--- src/rtl/core/lztd_pkg.sv ---
// lztd_pkg: shared types and constants of the lz77 token decoder
// holds the command item passed from the front part to the back part
// no dependencies

package lztd_pkg;

  localparam int LIT_W       = 8;
  localparam int OFF_W       = 12;
  localparam int LEN_W       = 4;
  localparam int QUEUE_DEPTH = 2;

  typedef enum logic [1:0] {
    CMD_LITERAL = 2'd0,
    CMD_COPY    = 2'd1,
    CMD_ERROR   = 2'd2
  } cmd_kind_e;

  typedef struct packed {
    cmd_kind_e          kind;
    logic [LIT_W-1:0]   lit;
    logic [OFF_W-1:0]   off;
    logic [LEN_W-1:0]   len;
  } cmd_t;

endpackage

--- src/rtl/core/lztd_front.sv ---
// lztd_front: accepts tokens, tracks the produced count and classifies each item
// depends on lztd_pkg

module lztd_front #(
  parameter int WINDOW_BYTES = 4096,
  parameter int LENGTH_MAX   = 15
) (
  input  logic                        clk_i,
  input  logic                        rst_ni,
  input  logic                        in_valid_i,
  output logic                        in_stall_o,
  input  logic [lztd_pkg::LIT_W-1:0]  literal_byte_i,
  input  logic [lztd_pkg::OFF_W-1:0]  match_offset_i,
  input  logic [lztd_pkg::LEN_W-1:0]  match_length_i,
  input  logic                        new_stream_i,
  input  logic                        q_full_i,
  output logic                        push_o,
  output lztd_pkg::cmd_t              cmd_o
);

  localparam int PW   = $clog2(WINDOW_BYTES + 1);
  localparam int SUMW = PW + 1;
  localparam int CMPW = (PW > lztd_pkg::OFF_W) ? PW : lztd_pkg::OFF_W;

  logic [PW-1:0]                produced_q, produced_d;
  logic [PW-1:0]                base;
  logic [lztd_pkg::LEN_W-1:0]   len_c;
  logic [SUMW-1:0]              sum;
  logic                         is_err;

  assign in_stall_o = q_full_i;
  assign push_o     = in_valid_i && !q_full_i;

  always_comb begin
    base  = new_stream_i ? '0 : produced_q;
    len_c = (32'(match_length_i) > LENGTH_MAX) ? lztd_pkg::LEN_W'(LENGTH_MAX)
                                                : match_length_i;
    is_err = (match_offset_i == '0 && len_c != '0) ||
             (CMPW'(match_offset_i) > CMPW'(base));
    sum = SUMW'(base) + SUMW'(len_c) + SUMW'(1);

    cmd_o.lit = literal_byte_i;
    cmd_o.off = match_offset_i;
    cmd_o.len = len_c;
    priority if (is_err) begin
      cmd_o.kind = lztd_pkg::CMD_ERROR;
    end else if (len_c == '0) begin
      cmd_o.kind = lztd_pkg::CMD_LITERAL;
    end else begin
      cmd_o.kind = lztd_pkg::CMD_COPY;
    end

    produced_d = produced_q;
    if (push_o) begin
      if (is_err) begin
        produced_d = base;
      end else if (sum > SUMW'(WINDOW_BYTES)) begin
        produced_d = PW'(WINDOW_BYTES);
      end else begin
        produced_d = sum[PW-1:0];
      end
    end
  end

  always_ff @(posedge clk_i or negedge rst_ni) begin
    if (!rst_ni) begin
      produced_q <= '0;
    end else begin
      produced_q <= produced_d;
    end
  end

endmodule

--- config.mk ---
export PLATFORM = sky130hd
export DESIGN_NAME = lztd_front
export DESIGN_NICKNAME = d
export VERILOG_FILES = /design/src/rtl/core/lztd_pkg.sv /design/src/rtl/core/lztd_front.sv
export SDC_FILE = /design/constraint.sdc
export NUM_CORES = 1
export LEC_CHECK = 0
export BUFFER_PORTS_ARGS = -buffer_cell sky130_fd_sc_hd__buf_2
export CORE_UTILIZATION = 51
export CTS_CLUSTER_SIZE = 40
export DETAILED_ROUTE_END_ITERATION = 8
export PLACE_DENSITY = 0.8
export SYNTH_ARGS = -nofsm -noshare
export SYNTH_HDL_FRONTEND = slang
export SYNTH_SLANG_ARGS = --single-unit
--- constraint.sdc ---
create_clock -name clk_i -period 3.75 [get_ports clk_i]
set_input_delay 0.5625 -clock clk_i [delete_from_list [all_inputs] [get_ports clk_i]]
set_output_delay 0.5625 -clock clk_i [all_outputs]
set_load 0.03 [all_outputs]
# Yosys cells after proc, flatten, opt, wreduce, memory -nomap -nowiden
# Index checks and enable logic that the tools add are counted.
dict set report totals {
  output_inout_bits 28
  reg_bits 13
  wordCells 17
}
dict set report op_classes {
  magnitude_cmp 2
  reduce_logical 7
  n_addsub 2
  n_mux 5
}
# operator count
set ops {}
lappend ops {{13-bit 2-to-1 mux} 3}
lappend ops {{13-bit by 4-bit adder with 14-bit output} 1}
lappend ops {{14-bit by 1-bit adder with 14-bit output, second input constant} 1}
lappend ops {{14-bit by 13-bit > comparator with 1-bit output, second input constant} 1}
lappend ops {{12-bit by 13-bit > comparator with 1-bit output} 1}
lappend ops {{12-bit zero test} 1}
lappend ops {{4-bit zero test} 1}
lappend ops {{4-bit nonzero test} 1}
lappend ops {{1-bit logical AND} 2}
lappend ops {{2-bit 2-to-1 mux} 1}
lappend ops {{1-bit zero test} 1}
lappend ops {{1-bit logical OR} 1}
lappend ops {{1-bit 2-to-1 mux} 1}

# Longest topological paths before layout
dict set report depth {
  word_depth 6
  ltp_mapped 14
  depth_no_buf 12
}

# Worst setup path after synthesis
# OpenSTA, ideal clock, no wires.
dict set report synth_timing {
  path_kind {input -> register}
  start {input port new_stream_i}
  end {register produced_q[8]}
  cell_stages 14
  t_arrival_ns 3.268
  path_slack_ns 0.362
  path_cell_list {buf_2 > clkbuf_1 > nand2b_1 > ha_1 > inv_1 > fa_1 > a211oi_4 > nor3_1 > mux2_1 > o311a_1 > nand4_2 > nand2_4 > a211o_1 > a31o_1}
}
dict set report synth_via {
  elab_chain_cells 6
}
# item line_no
set synth_lines {}
lappend synth_lines {{from (decl)} lztd_front.sv:15} ;# input logic new_stream_i,
lappend synth_lines {{13-bit 2-to-1 mux *} lztd_front.sv:35} ;# base = new_stream_i ? '0 : produced_q;
lappend synth_lines {{13-bit by 4-bit adder with 14-bit output} lztd_front.sv:40} ;# sum = SUMW'(base) + SUMW'(len_c) + SUMW'(1);
lappend synth_lines {{14-bit by 1-bit adder with 14-bit output} lztd_front.sv:40}
lappend synth_lines {{14-bit by 13-bit > comparator with 1-bit output} lztd_front.sv:57} ;# end else if (sum > SUMW'(WINDOW_BYTES)) begin
lappend synth_lines {{13-bit 2-to-1 mux} lztd_front.sv:57}
lappend synth_lines {{13-bit 2-to-1 mux *} lztd_front.sv:55} ;# if (is_err) begin
lappend synth_lines {{to (signal assigned)} lztd_front.sv:69} ;# produced_q <= produced_d;
lappend synth_lines {{to (decl)} lztd_front.sv:25} ;# logic [PW-1:0] produced_q, produced_d;
# Mark *: on every way between the ends. The rest lies on a longest branch, timed or not.
# A chain may end at the register's enable or synchronous reset.

==> impl_metrics.csv <==
group,metric,value,unit
placed_design,portBuffers,40,
floorplan,coreArea,3130,sq um
timing,slew_violations,0,
timing,hold_viol,0,
yosys,avgSynthCellArea,8.53,sq um
setup_path,worstRegToRegCells,11,
power,powerDensity,262,nW/um^2
yosys,synth_cells,203,
setup_path,cpLargestDelayFamily,"buffers and inverters",
cts,clk_latency,0.28,ns
yosys,ys_seq_elements,13,
timing,timing.final.crit_share,86.8,%
power,p_clk_share,18.4,%
setup_path,endpoint_kind,"primary output",
timing,tightest_slew,0.403,ns
setup_path,crit_path_max_incr_delay,0.33,ns
placed_design,dp_hpwl,3300,um
yosys,yosysMostFrequentCell,"buf_4",
power,switching_power,0.000198,W
floorplan,initial_utilization,55.4,%
power,swShare,41.7,%
yosys,synth_cell_types,58,
drt,vias,1509,
grt,grt_pass1_vias,1444,
setup_path,cp_num_buf_inv,4,
yosys,synth_commonest_cells,"buf_4, ha_1, nand2_1",
cts,tritoncts,"done",
cts,numCtsBuffers,3,
final_layout,fin_cells,264,
setup_path,cp-start-kind,"input port",
yosys,netlist.area_leader.share,18.8,%
final_layout,ff_latch_area,325,sq um
timing,max_freq,307,MHz
job,cap_violations,0,
cts,clk_pin_slew,0.08,ns
final_layout,layout-drive-gt1-share,28.2,%
timing,skew,0.00292,ns
setup_path,cp_cell_sequence,"buf_2, buf_4, nand2b_1, ha_1, and4_1, o311a_1, a211oi_2, o211ai_1, buf_4, buf_2",
timing,finalCriticalPeriod,3.25,ns
cts,hold_buffers,0,
cts,cts_buffer_depth,2,
yosys,yosysTopAreaCell,"dfrtp_1",
yosys,synth_seq_area_share,18.8,%
power,ir_drop,0.000199,V
drt,first_iter_violations,51,
power,p_seq_share,37.3,%
final_layout,top_regs,"produced_q (13)",
grt,grt_start_max_net_pins,14,
yosys,yosysWarnings,0,
yosys,yosys_most_used_dff,"dfrtp_1",
drt,drtPass1Iterations,4,
drt,via_per_inst,5.72,
min_path,holdCritPathClass,"in -> async",
yosys,syn-num-nets,249,
grt,track_usage,25.1,%
grt,grt_pass1_wl,6780,um
setup_path,cp_max_fo,13,
final_layout,largest_register_ffs,13,
power,intPower,0.000277,W
yosys,synth_area,1730,sq um
timing,slew_headroom,73.2,%
yosys,async_flop_share,100,%
yosys,synth-edff-count,0,
power,p_comb_share,44.4,%
floorplan,row_count,20,
setup_path,r2r_start,"produced_q[0]",
final_layout,top_register,"produced_q",
setup_path,slowest_stage,"ha_1",
setup_path,rr_endpoint,"produced_q[8]",
floorplan,die_y,60.3,um
setup_path,rrSetupSlack,0.83,ns
final_layout,fill_cells,283,
power,leakagePower,0.825,nW
floorplan,die_w,60.3,um
placed_design,place.gp.congestion,0.908,
cts,clock-root-buffer,"clkbuf_4",
timing,setup_viol,0,
yosys,synthTopCellsByArea,"dfrtp_1, buf_4, ha_1, nand2b_1, nand2_1",
drt,wl_per_cell,15.1,um
status,status,"complete, no violations",
setup_path,crit_type,"in -> out",
timing,rsz0062_at_grt,"false",
final_layout,syn2layout_area_growth,4.91,%
final_layout,diodes,0,
drt,drc,0,
final_layout,multi_input_area,1150,sq um
grt,antenna_found_initial,0,
cts,clkSinkCount,13,
cts,cts_resized,0,
setup_path,worstPathArrival,2.69,ns
floorplan,die_area,3630,sq um
final_layout,nNetsFinal,267,
grt,grt_overflow_total,0,
drt,postRouteAntennaNets,0,
placed_design,dp.cells,260,
timing,fin_tns_setup,0,ns
drt,drt_wl_total,3990,um
setup_path,worstPathRequired,3.19,ns
floorplan,pin_count,57,
cts,postCtsSetupBuffers,0,
cts,htreeDepth,1,
[through the flow]
stage	hold WS, ns	total power (W)	worst slack, ns	cell area (sq um)	util, %
global placement	0.462	0.000385	0.468	1790	57.2
global route	0.172	0.000510	0.302	1820	58.1
detailed placement	0.469	0.000390	0.370	1790	57.2
floorplan	0.267	0.000352	0.362	1730	-
CTS	0.160	0.000480	0.507	1820	58.1
finish	0.160	0.000476	0.497	1820	58.1
[cell families after synthesis]
logic type | count (synthesis) | synth area share (%)
AOI/OAI and AO/OA | 46 | 22.3
xor gates and xnor gates | 7 | 3.54
adders and majority gates | 17 | 12.7
buffers and inverters | 42 | 15.0
DFF | 13 | 18.8
muxes | 3 | 2.10
and+or+nand+nor | 75 | 25.6
[final cells by class]
class	instances	area share, %
multi-input combinational	148	63.1
sequential	13	17.9
timing repair buffer	42	11.8
tap	44	3.03
inverter	13	2.69
clock buffer	4	1.45
[per-layer routing]
layer  GRT usage, %  routed length [um]
met2           42.1                1930
met5              0                   0
met4           4.32                  43
met1           33.5                1760
met3           4.98                 254
[power groups by stage]
stage          Clock [W]  Combinational (W)  Sequential [W]
6_report       0.0000873           0.000211        0.000177
4_1_cts        0.0000917           0.000211        0.000177
2_1_floorplan          0           0.000180        0.000172
5_1_grt        0.0000970           0.000233        0.000181
3_3_place_gp           0           0.000205        0.000180
3_5_place_dp           0           0.000210        0.000180
[how the worst max path moves through the flow]
stage / endpoint / slack [ns] / cells past startpoint / startpoint
after floorplan: produced_q[8] / 0.36 / 14 / new_stream_i
after global placement: produced_q[8] / 0.47 / 12 / new_stream_i
after detailed placement: produced_q[8] / 0.37 / 12 / new_stream_i
after CTS: cmd_o[25] / 0.51 / 10 / new_stream_i
after global routing: cmd_o[25] / 0.30 / 10 / new_stream_i
final: cmd_o[25] / 0.50 / 10 / new_stream_i
[placed cells by master, fill, tap and decap left out, types with 4 or more instances in the layout]
cell       n
dfrtp_1   13
buf_2     40
nor3_1     4
o21ai_0    7
ha_1      16
nand2_1   15
nand2b_1  14
nor2_1    11
nor4_1     5
inv_1     13
xnor2_1    5
a21oi_1    7
No activity file was read; power rests on OpenSTA's default activity.
