<file path="src/rtl/core/lztd_pkg.sv">
// lztd_pkg: shared types and constants of the lz77 token decoder
// holds the command item passed from the front part to the back part
// no dependencies

package lztd_pkg;

  localparam int LIT_W       = 8;
  localparam int OFF_W       = 12;
  localparam int LEN_W       = 4;
  localparam int QUEUE_DEPTH = 2;

  typedef enum logic [1:0] {
    CMD_LITERAL = 2'd0,
    CMD_COPY    = 2'd1,
    CMD_ERROR   = 2'd2
  } cmd_kind_e;

  typedef struct packed {
    cmd_kind_e          kind;
    logic [LIT_W-1:0]   lit;
    logic [OFF_W-1:0]   off;
    logic [LEN_W-1:0]   len;
  } cmd_t;

endpackage

</file>
<file path="src/rtl/core/lztd_queue.sv">
// lztd_queue: short command queue between the front and back parts
// depends on lztd_pkg

module lztd_queue (
  input  logic            clk_i,
  input  logic            rst_ni,
  input  logic            push_i,
  input  lztd_pkg::cmd_t  cmd_i,
  output logic            full_o,
  input  logic            pop_i,
  output logic            valid_o,
  output lztd_pkg::cmd_t  cmd_o
);

  localparam int D  = lztd_pkg::QUEUE_DEPTH;
  localparam int PW = (D > 1) ? $clog2(D) : 1;
  localparam int CW = $clog2(D + 1);

  lztd_pkg::cmd_t  mem_q [D];
  logic [PW-1:0]   wr_q, wr_d, rd_q, rd_d;
  logic [CW-1:0]   cnt_q, cnt_d;
  logic            do_push, do_pop;

  assign full_o  = (cnt_q == CW'(D));
  assign valid_o = (cnt_q != '0);
  assign cmd_o   = mem_q[rd_q];
  assign do_push = push_i && !full_o;
  assign do_pop  = pop_i && valid_o;

  always_comb begin
    wr_d  = wr_q;
    rd_d  = rd_q;
    cnt_d = cnt_q;
    if (do_push) begin
      wr_d = (wr_q == PW'(D - 1)) ? '0 : wr_q + 1'b1;
    end
    if (do_pop) begin
      rd_d = (rd_q == PW'(D - 1)) ? '0 : rd_q + 1'b1;
    end
    if (do_push && !do_pop) begin
      cnt_d = cnt_q + 1'b1;
    end else if (do_pop && !do_push) begin
      cnt_d = cnt_q - 1'b1;
    end
  end

  always_ff @(posedge clk_i or negedge rst_ni) begin
    if (!rst_ni) begin
      wr_q  <= '0;
      rd_q  <= '0;
      cnt_q <= '0;
    end else begin
      wr_q  <= wr_d;
      rd_q  <= rd_d;
      cnt_q <= cnt_d;
    end
  end

  always_ff @(posedge clk_i) begin
    if (do_push) begin
      mem_q[wr_q] <= cmd_i;
    end
  end

endmodule

</file>
<file path="config.mk">
export PLATFORM = sky130hd
export DESIGN_NAME = lztd_queue
export DESIGN_NICKNAME = d
export VERILOG_FILES = /design/src/rtl/core/lztd_pkg.sv /design/src/rtl/core/lztd_queue.sv
export SDC_FILE = /design/constraint.sdc
export NUM_CORES = 1
export LEC_CHECK = 0
export BUFFER_PORTS_ARGS = -buffer_cell sky130_fd_sc_hd__clkbuf_2
export CAP_MARGIN = 30
export CORE_ASPECT_RATIO = 1.25
export CORE_MARGIN = 10
export CORE_UTILIZATION = 51
export DETAILED_ROUTE_END_ITERATION = 6
export PLACE_DENSITY = 0.78
export REMOVE_ABC_BUFFERS = 1
export SLEW_MARGIN = 20
export SYNTH_ARGS = -nofsm -noshare
export SYNTH_HDL_FRONTEND = slang
export SYNTH_SLANG_ARGS = --single-unit
</file>
<file path="constraint.sdc">
create_clock -name clk_i -period 2.65 [get_ports clk_i]
set_clock_uncertainty 0.05 [all_clocks]
set_input_delay 0.53 -clock clk_i [delete_from_list [all_inputs] [get_ports clk_i]]
set_output_delay 0.53 -clock clk_i [all_outputs]
set_load 0.01 [all_outputs]
</file>
Word-level counts from Yosys, hierarchy flattened
Memory sizes are Yosys's and may differ from the RTL's.
Index checks and enable logic that the tools add are counted.
{"block": "classes", "add_sub_neg": 4, "n_eq_ne": 1, "mux": 6, "reduce_logical": 9}
{"op": "logical AND 1 bit", "count": 4}
{"op": "2-to-1 mux 1 bit", "count": 4}
{"op": "2-to-1 mux 2 bit", "count": 2}
{"op": "nonzero test 2 bit", "count": 2}
{"op": "zero test 1 bit", "count": 3}
{"op": "adder 1 bit (second input constant)", "count": 2}
{"op": "adder 2 x 1 -> 2 bit (second input constant)", "count": 1}
{"op": "== test 2 bit (second input constant)", "count": 1}
{"op": "subtractor 2 x 1 -> 2 bit (second input constant)", "count": 1}
{"block": "word_totals", "register_bits": 4, "ramBits": 52, "input_bits": 30, "output_inout_bits": 28, "word_cells": 24, "n_memories": 1}
{"name": "mem_q", "words": 2, "word_bits": 26, "rd": 1, "rd_ports_with_merged_regs": 0, "write_ports": 1, "line_no": "lztd_queue.sv:19", "text": "lztd_pkg::cmd_t mem_q [D];"}

Depth between registers and ports, before layout
{"block": "logic_depth", "ltp_word": 7, "mapped_depth": 7, "ltp_nobuf": 7}

Worst setup path before layout
Ideal clock, no wire load.
{"block": "synth_path", "kind": "reg2reg", "from": "register cnt_q[0]", "to": "memory mem_q[0][0] in the netlist's numbering (enable)", "setup_time_ps": 409, "t_arrival_ps": 1730, "required_time_ps": 2191, "slack_ps": 461, "stages_incl_launch_ff": 4, "n_path_buf": 0, "synth_period_minus_slack_ps": 2189, "cell_sequence": "dfrtp_1 nand2b_1 nand2_1 nor2_1"}
{"block": "synth_between", "elab_chain_len": 5}
{"element": "start: declaration", "line_no": "lztd_queue.sv:21", "text": "logic [CW-1:0] cnt_q, cnt_d;"}
{"element": "start signal: assignment", "line_no": "lztd_queue.sv:55", "text": "cnt_q <= cnt_d;"}
{"element": "== test 2 bit", "line_no": "lztd_queue.sv:24", "text": "assign full_o = (cnt_q == CW'(D));"}
{"element": "zero test 1 bit", "line_no": "lztd_queue.sv:27", "text": "assign do_push = push_i && !full_o;"}
{"element": "logical AND 1 bit", "line_no": "lztd_queue.sv:27"}
{"element": "2-to-1 mux 1 bit", "line_no": "lztd_queue.sv:60", "text": "if (do_push) begin"}
{"element": "2-to-1 mux 1 bit (not written as such)", "line_no": "lztd_queue.sv:61", "text": "mem_q[wr_q] <= cmd_i;"}
{"element": "end: declaration", "line_no": "lztd_queue.sv:19"}
No other way between the ends.

==> flow_results.org <==
** Run status
- The flow ran to the end, and the final reports show no timing, DRC or antenna violations.

** Yosys
- After synthesis the netlist holds a flip-flop and latch count of 56.
- Sequential cell area fraction in the yosys report :: 0.7632
- Count of cell types in the netlist :: 16
- Yosys printed 0 warnings.
- After synthesis the cells add up to 2177 µm².
- The average instance in the mapped netlist occupies 21.77 µm².
- Post-synthesis instance total :: 100

** GRT
- Total grt overflow :: 0
- The via count of the first global-routing pass was ~1,200.
- The first global-routing pass estimated around 5800 µm of wire.
- Entering global routing, the biggest net connects 17 pins.
- GRT Overall Usage :: 0.1017
- The number of antenna violations at the first check in global routing was 0.

** Job
- MaxCap Viol Count :: 0

** Setup path
- Arrival time worst endpoint :: approximately 1.4 ns
- Buffers plus inverters on the worst setup path :: 2
- On the worst path, the slowest cell contributes a delay of 0.37 ns.
- The largest individual stage delay along the critical path comes from the cell sky130_fd_sc_hd__mux2_2.
- Worst endpoint required time :: around 2.1 ns
- Crit path cell chain :: buf_4 > mux2_2 > clkbuf_2
- The worst setup path is captured at a primary output.
- Critical Path Source Type :: flop
- In this run the worst path has a maximum fanout of 14.
- CP Class :: reg2out
- In this design, the largest share of critical-path delay is due to buffers and inverters.

** Power
- Cell internal power dissipation :: 1.912 mW
- Of the total power, combinational logic draws 0.372.
- For this design the ratio of total power to cell area is 1039 nW/µm².
- Of the total power, the share spent switching nets is 0.2987.
- Peak supply drop :: between 0.5 and 0.6 mV
- Of the total power, the clock network draws 0.159.
- The analysis attributes to cell leakage a power of between 1 and 1.5 nW.
- Switching pwr :: approximately 0.81 mW
- Sequential Power Share :: 0.469

** Clocking
- Once the clock tree was built, the setup fixing pass inserted 0 buffers.
- Clock sink count :: 56
- Clock tree from TritonCTS :: built
- Clock insertion delay at the later pin of the skew report :: slightly below 0.3 ns
- Clock buffer depth :: 2
- Clk Tree Root Cell :: sky130_fd_sc_hd__clkbuf_8
- CTS H-tree lvls :: 2
- Total clock buffers created by CTS :: 5
- Clk pin slew, worst setup/hold paths :: ~0.090 ns

** Layout
- Most common cell after layout, fill and taps aside :: sky130_fd_sc_hd__clkbuf_2
- Once layout is done, the placed cells without fillers occupy ~2600 µm².
- Of the cells placed in the final design, the portion with a size suffix greater than 1 is 0.5740.
- Antenna Cells :: 0
- Fillcell total :: between 300 and 400
- Top library cells by usage in the layout, fill and taps aside :: sky130_fd_sc_hd__clkbuf_2 (57), sky130_fd_sc_hd__edfxtp_1 (52), sky130_fd_sc_hd__mux2_4 (19), sky130_fd_sc_hd__mux2_2 (7), sky130_fd_sc_hd__buf_4 (6)
- The net count of the finished layout is between 150 and 200.
- The area growth from synthesis to layout is 20.52%.

** Floorplan
- The die is a little over 90 µm tall.
- Core outline area :: about 4000 µm²
- Num ports :: slightly below 60
- Die area :: around 7300 µm²
- The initial utilization of the core area, before any placement, comes to 0.5311.
- Cell Rows :: 26
- The die is 78.44 µm wide.

** Timing
- Setup repair after global routing left no endpoint under its margin.
- After layout, the minimum clock period comes to between 1.5 and 2 ns.
- The number of endpoints with negative hold slack in the final report is 0.
- Number of max-slew violations in the final report :: 0
- At the pin with the least slew margin, the transition time is around 0.23 ns.
- Derived from the worst setup path, the maximum achievable clock frequency is 505.7 MHz.
- Ratio of final minimum period to clock period :: 0.7462
- Setup total negative slack on the finished layout was measured at 0 ns.
- Setup violation total in the final timing report :: 0
- Worst relative slew slack :: 0.8434

** Route
- Summing over every cut layer, the via total after detailed routing is about 1,100.
- After detailed routing, the number of vias per cell comes to between 4 and 5.
- In the final routed layout, each cell accounts on average for approximately 16 µm.
- DRC viols :: 0
- Wires add up to approximately 3700 µm.
- The detail route stage leaves a number of antenna-violating nets equal to 0.
- Pre-antenna DRT Iters :: 3
- DRC violation total after the first TritonRoute iteration :: 74

** Min path
- The path class of the tightest hold or removal check is in2reg.

** Placement
- Post-DP HPWL :: 2786 µm
- The placed instances occupy a cell area of about 2500 µm².
- Port buffering added 57 buffers.
- Global placement routability congestion :: 0.6857
==> layer usage <==
metal  GRT usage  share of wire
met1      0.1021           0.37
met2      0.1793           0.54
met3     0.03448          0.063
met4     0.05838          0.026
met5           0              0
==> synth_stat cells (all sizes together) <==
library cell,instances,area (µm²)
mux2,26,364.1
or2,1,6.260
and3,1,6.260
nor2,2,7.510
xnor2,3,26.28
buf,3,51.30
dfrtp,4,100.1
inv,2,7.510
ha,1,12.51
edfxtp,52,1562
nand2,2,10.01
xor2,2,17.52
nand2b,1,6.260
==> repair_timing <==
item                                   in CTS  in global routing
hold buffers                                1                  0
resized for setup                           0                  0
endpoints found under the hold margin       4                  0
==> worst reg2reg max path: cells and delay by family (launching register included) <==
| kind | cells | cell delay (ns) |
|---|---|---|
| xor+xnor | 1 | 0.16 |
| fa+ha+maj | 1 | 0.30 |
| buf+inv | 1 | 0.06 |
| flops | 1 | 0.43 |
| simple gates | 3 | 0.50 |
==> power groups by stage <==
stage | registers, mW | logic [mW] | clock network (mW)
global placement | 1.29 | 1.01 | 0
CTS | 1.28 | 1.04 | 0.449
global route | 1.30 | 1.09 | 0.479
detailed placement | 1.30 | 1.04 | 0
finish | 1.28 | 1.01 | 0.433
floorplan | 1.36 | 0.597 | 0
==> cell families after synthesis <==
group / after synthesis / share of synthesized area
xor gates and xnor gates: 5 / 0.02012
adders and majority gates: 1 / 0.005746
buffers and inverters: 5 / 0.02701
DFF: 56 / 0.7632
muxes: 26 / 0.1672
and+or+nand+nor: 7 / 0.01667
==> worst paths after layout <==
path,end,from,cells after the start,slack (ns)
setup / recovery,cmd_o[10],rd_q$_DFFE_PN0P_,3,0.67
hold / removal,mem_q[1][3]$_DFFE_PP_,cmd_i[3],1,0.36
setup reg to reg,cnt_q[1]$_DFFE_PN0P_,cnt_q[0]$_DFFE_PN0P_,6,1.07
hold reg to reg,cnt_q[1]$_DFFE_PN0P_,cnt_q[1]$_DFFE_PN0P_,1,0.46
max in group asynchronous,rd_q$_DFFE_PN0P_,rst_ni,2,1.91
min in group asynchronous,cnt_q[0]$_DFFE_PN0P_,rst_ni,2,0.52
==> per-stage QoR <==
stage                     total power, mW  hold WS, ns  worst slack [ns]  cells  utilization
final                               2.726       0.3621            0.6726    225       0.6401
after global routing                2.877       0.3527            0.5757    225       0.6401
after CTS                           2.772       0.3556            0.6536    225       0.6401
after detailed placement            2.339       0.2945            0.9864    216       0.6169
after global placement              2.297       0.2888             1.003    216       0.6169
after floorplan                     1.959       0.1844            0.4613     97            -
==> state kept, by name (all words and copies together), names as in the netlist <==
| register | count |
|---|---|
| mem_q | 52 |
| cnt_q | 2 |
| rd_q | 1 |
| wr_q | 1 |
==> final cells by class <==
cell class	count	area, µm²	area share
sequential	56	1662	0.6333
clock inverter	1	8.758	0.003338
inverter	2	7.507	0.002861
timing repair buffer	64	340.3	0.1297
tap	56	70.07	0.02670
multi-input combinational	39	459.2	0.1750
clock buffer	7	76.32	0.02909
(Power assumes the default switching activity.)
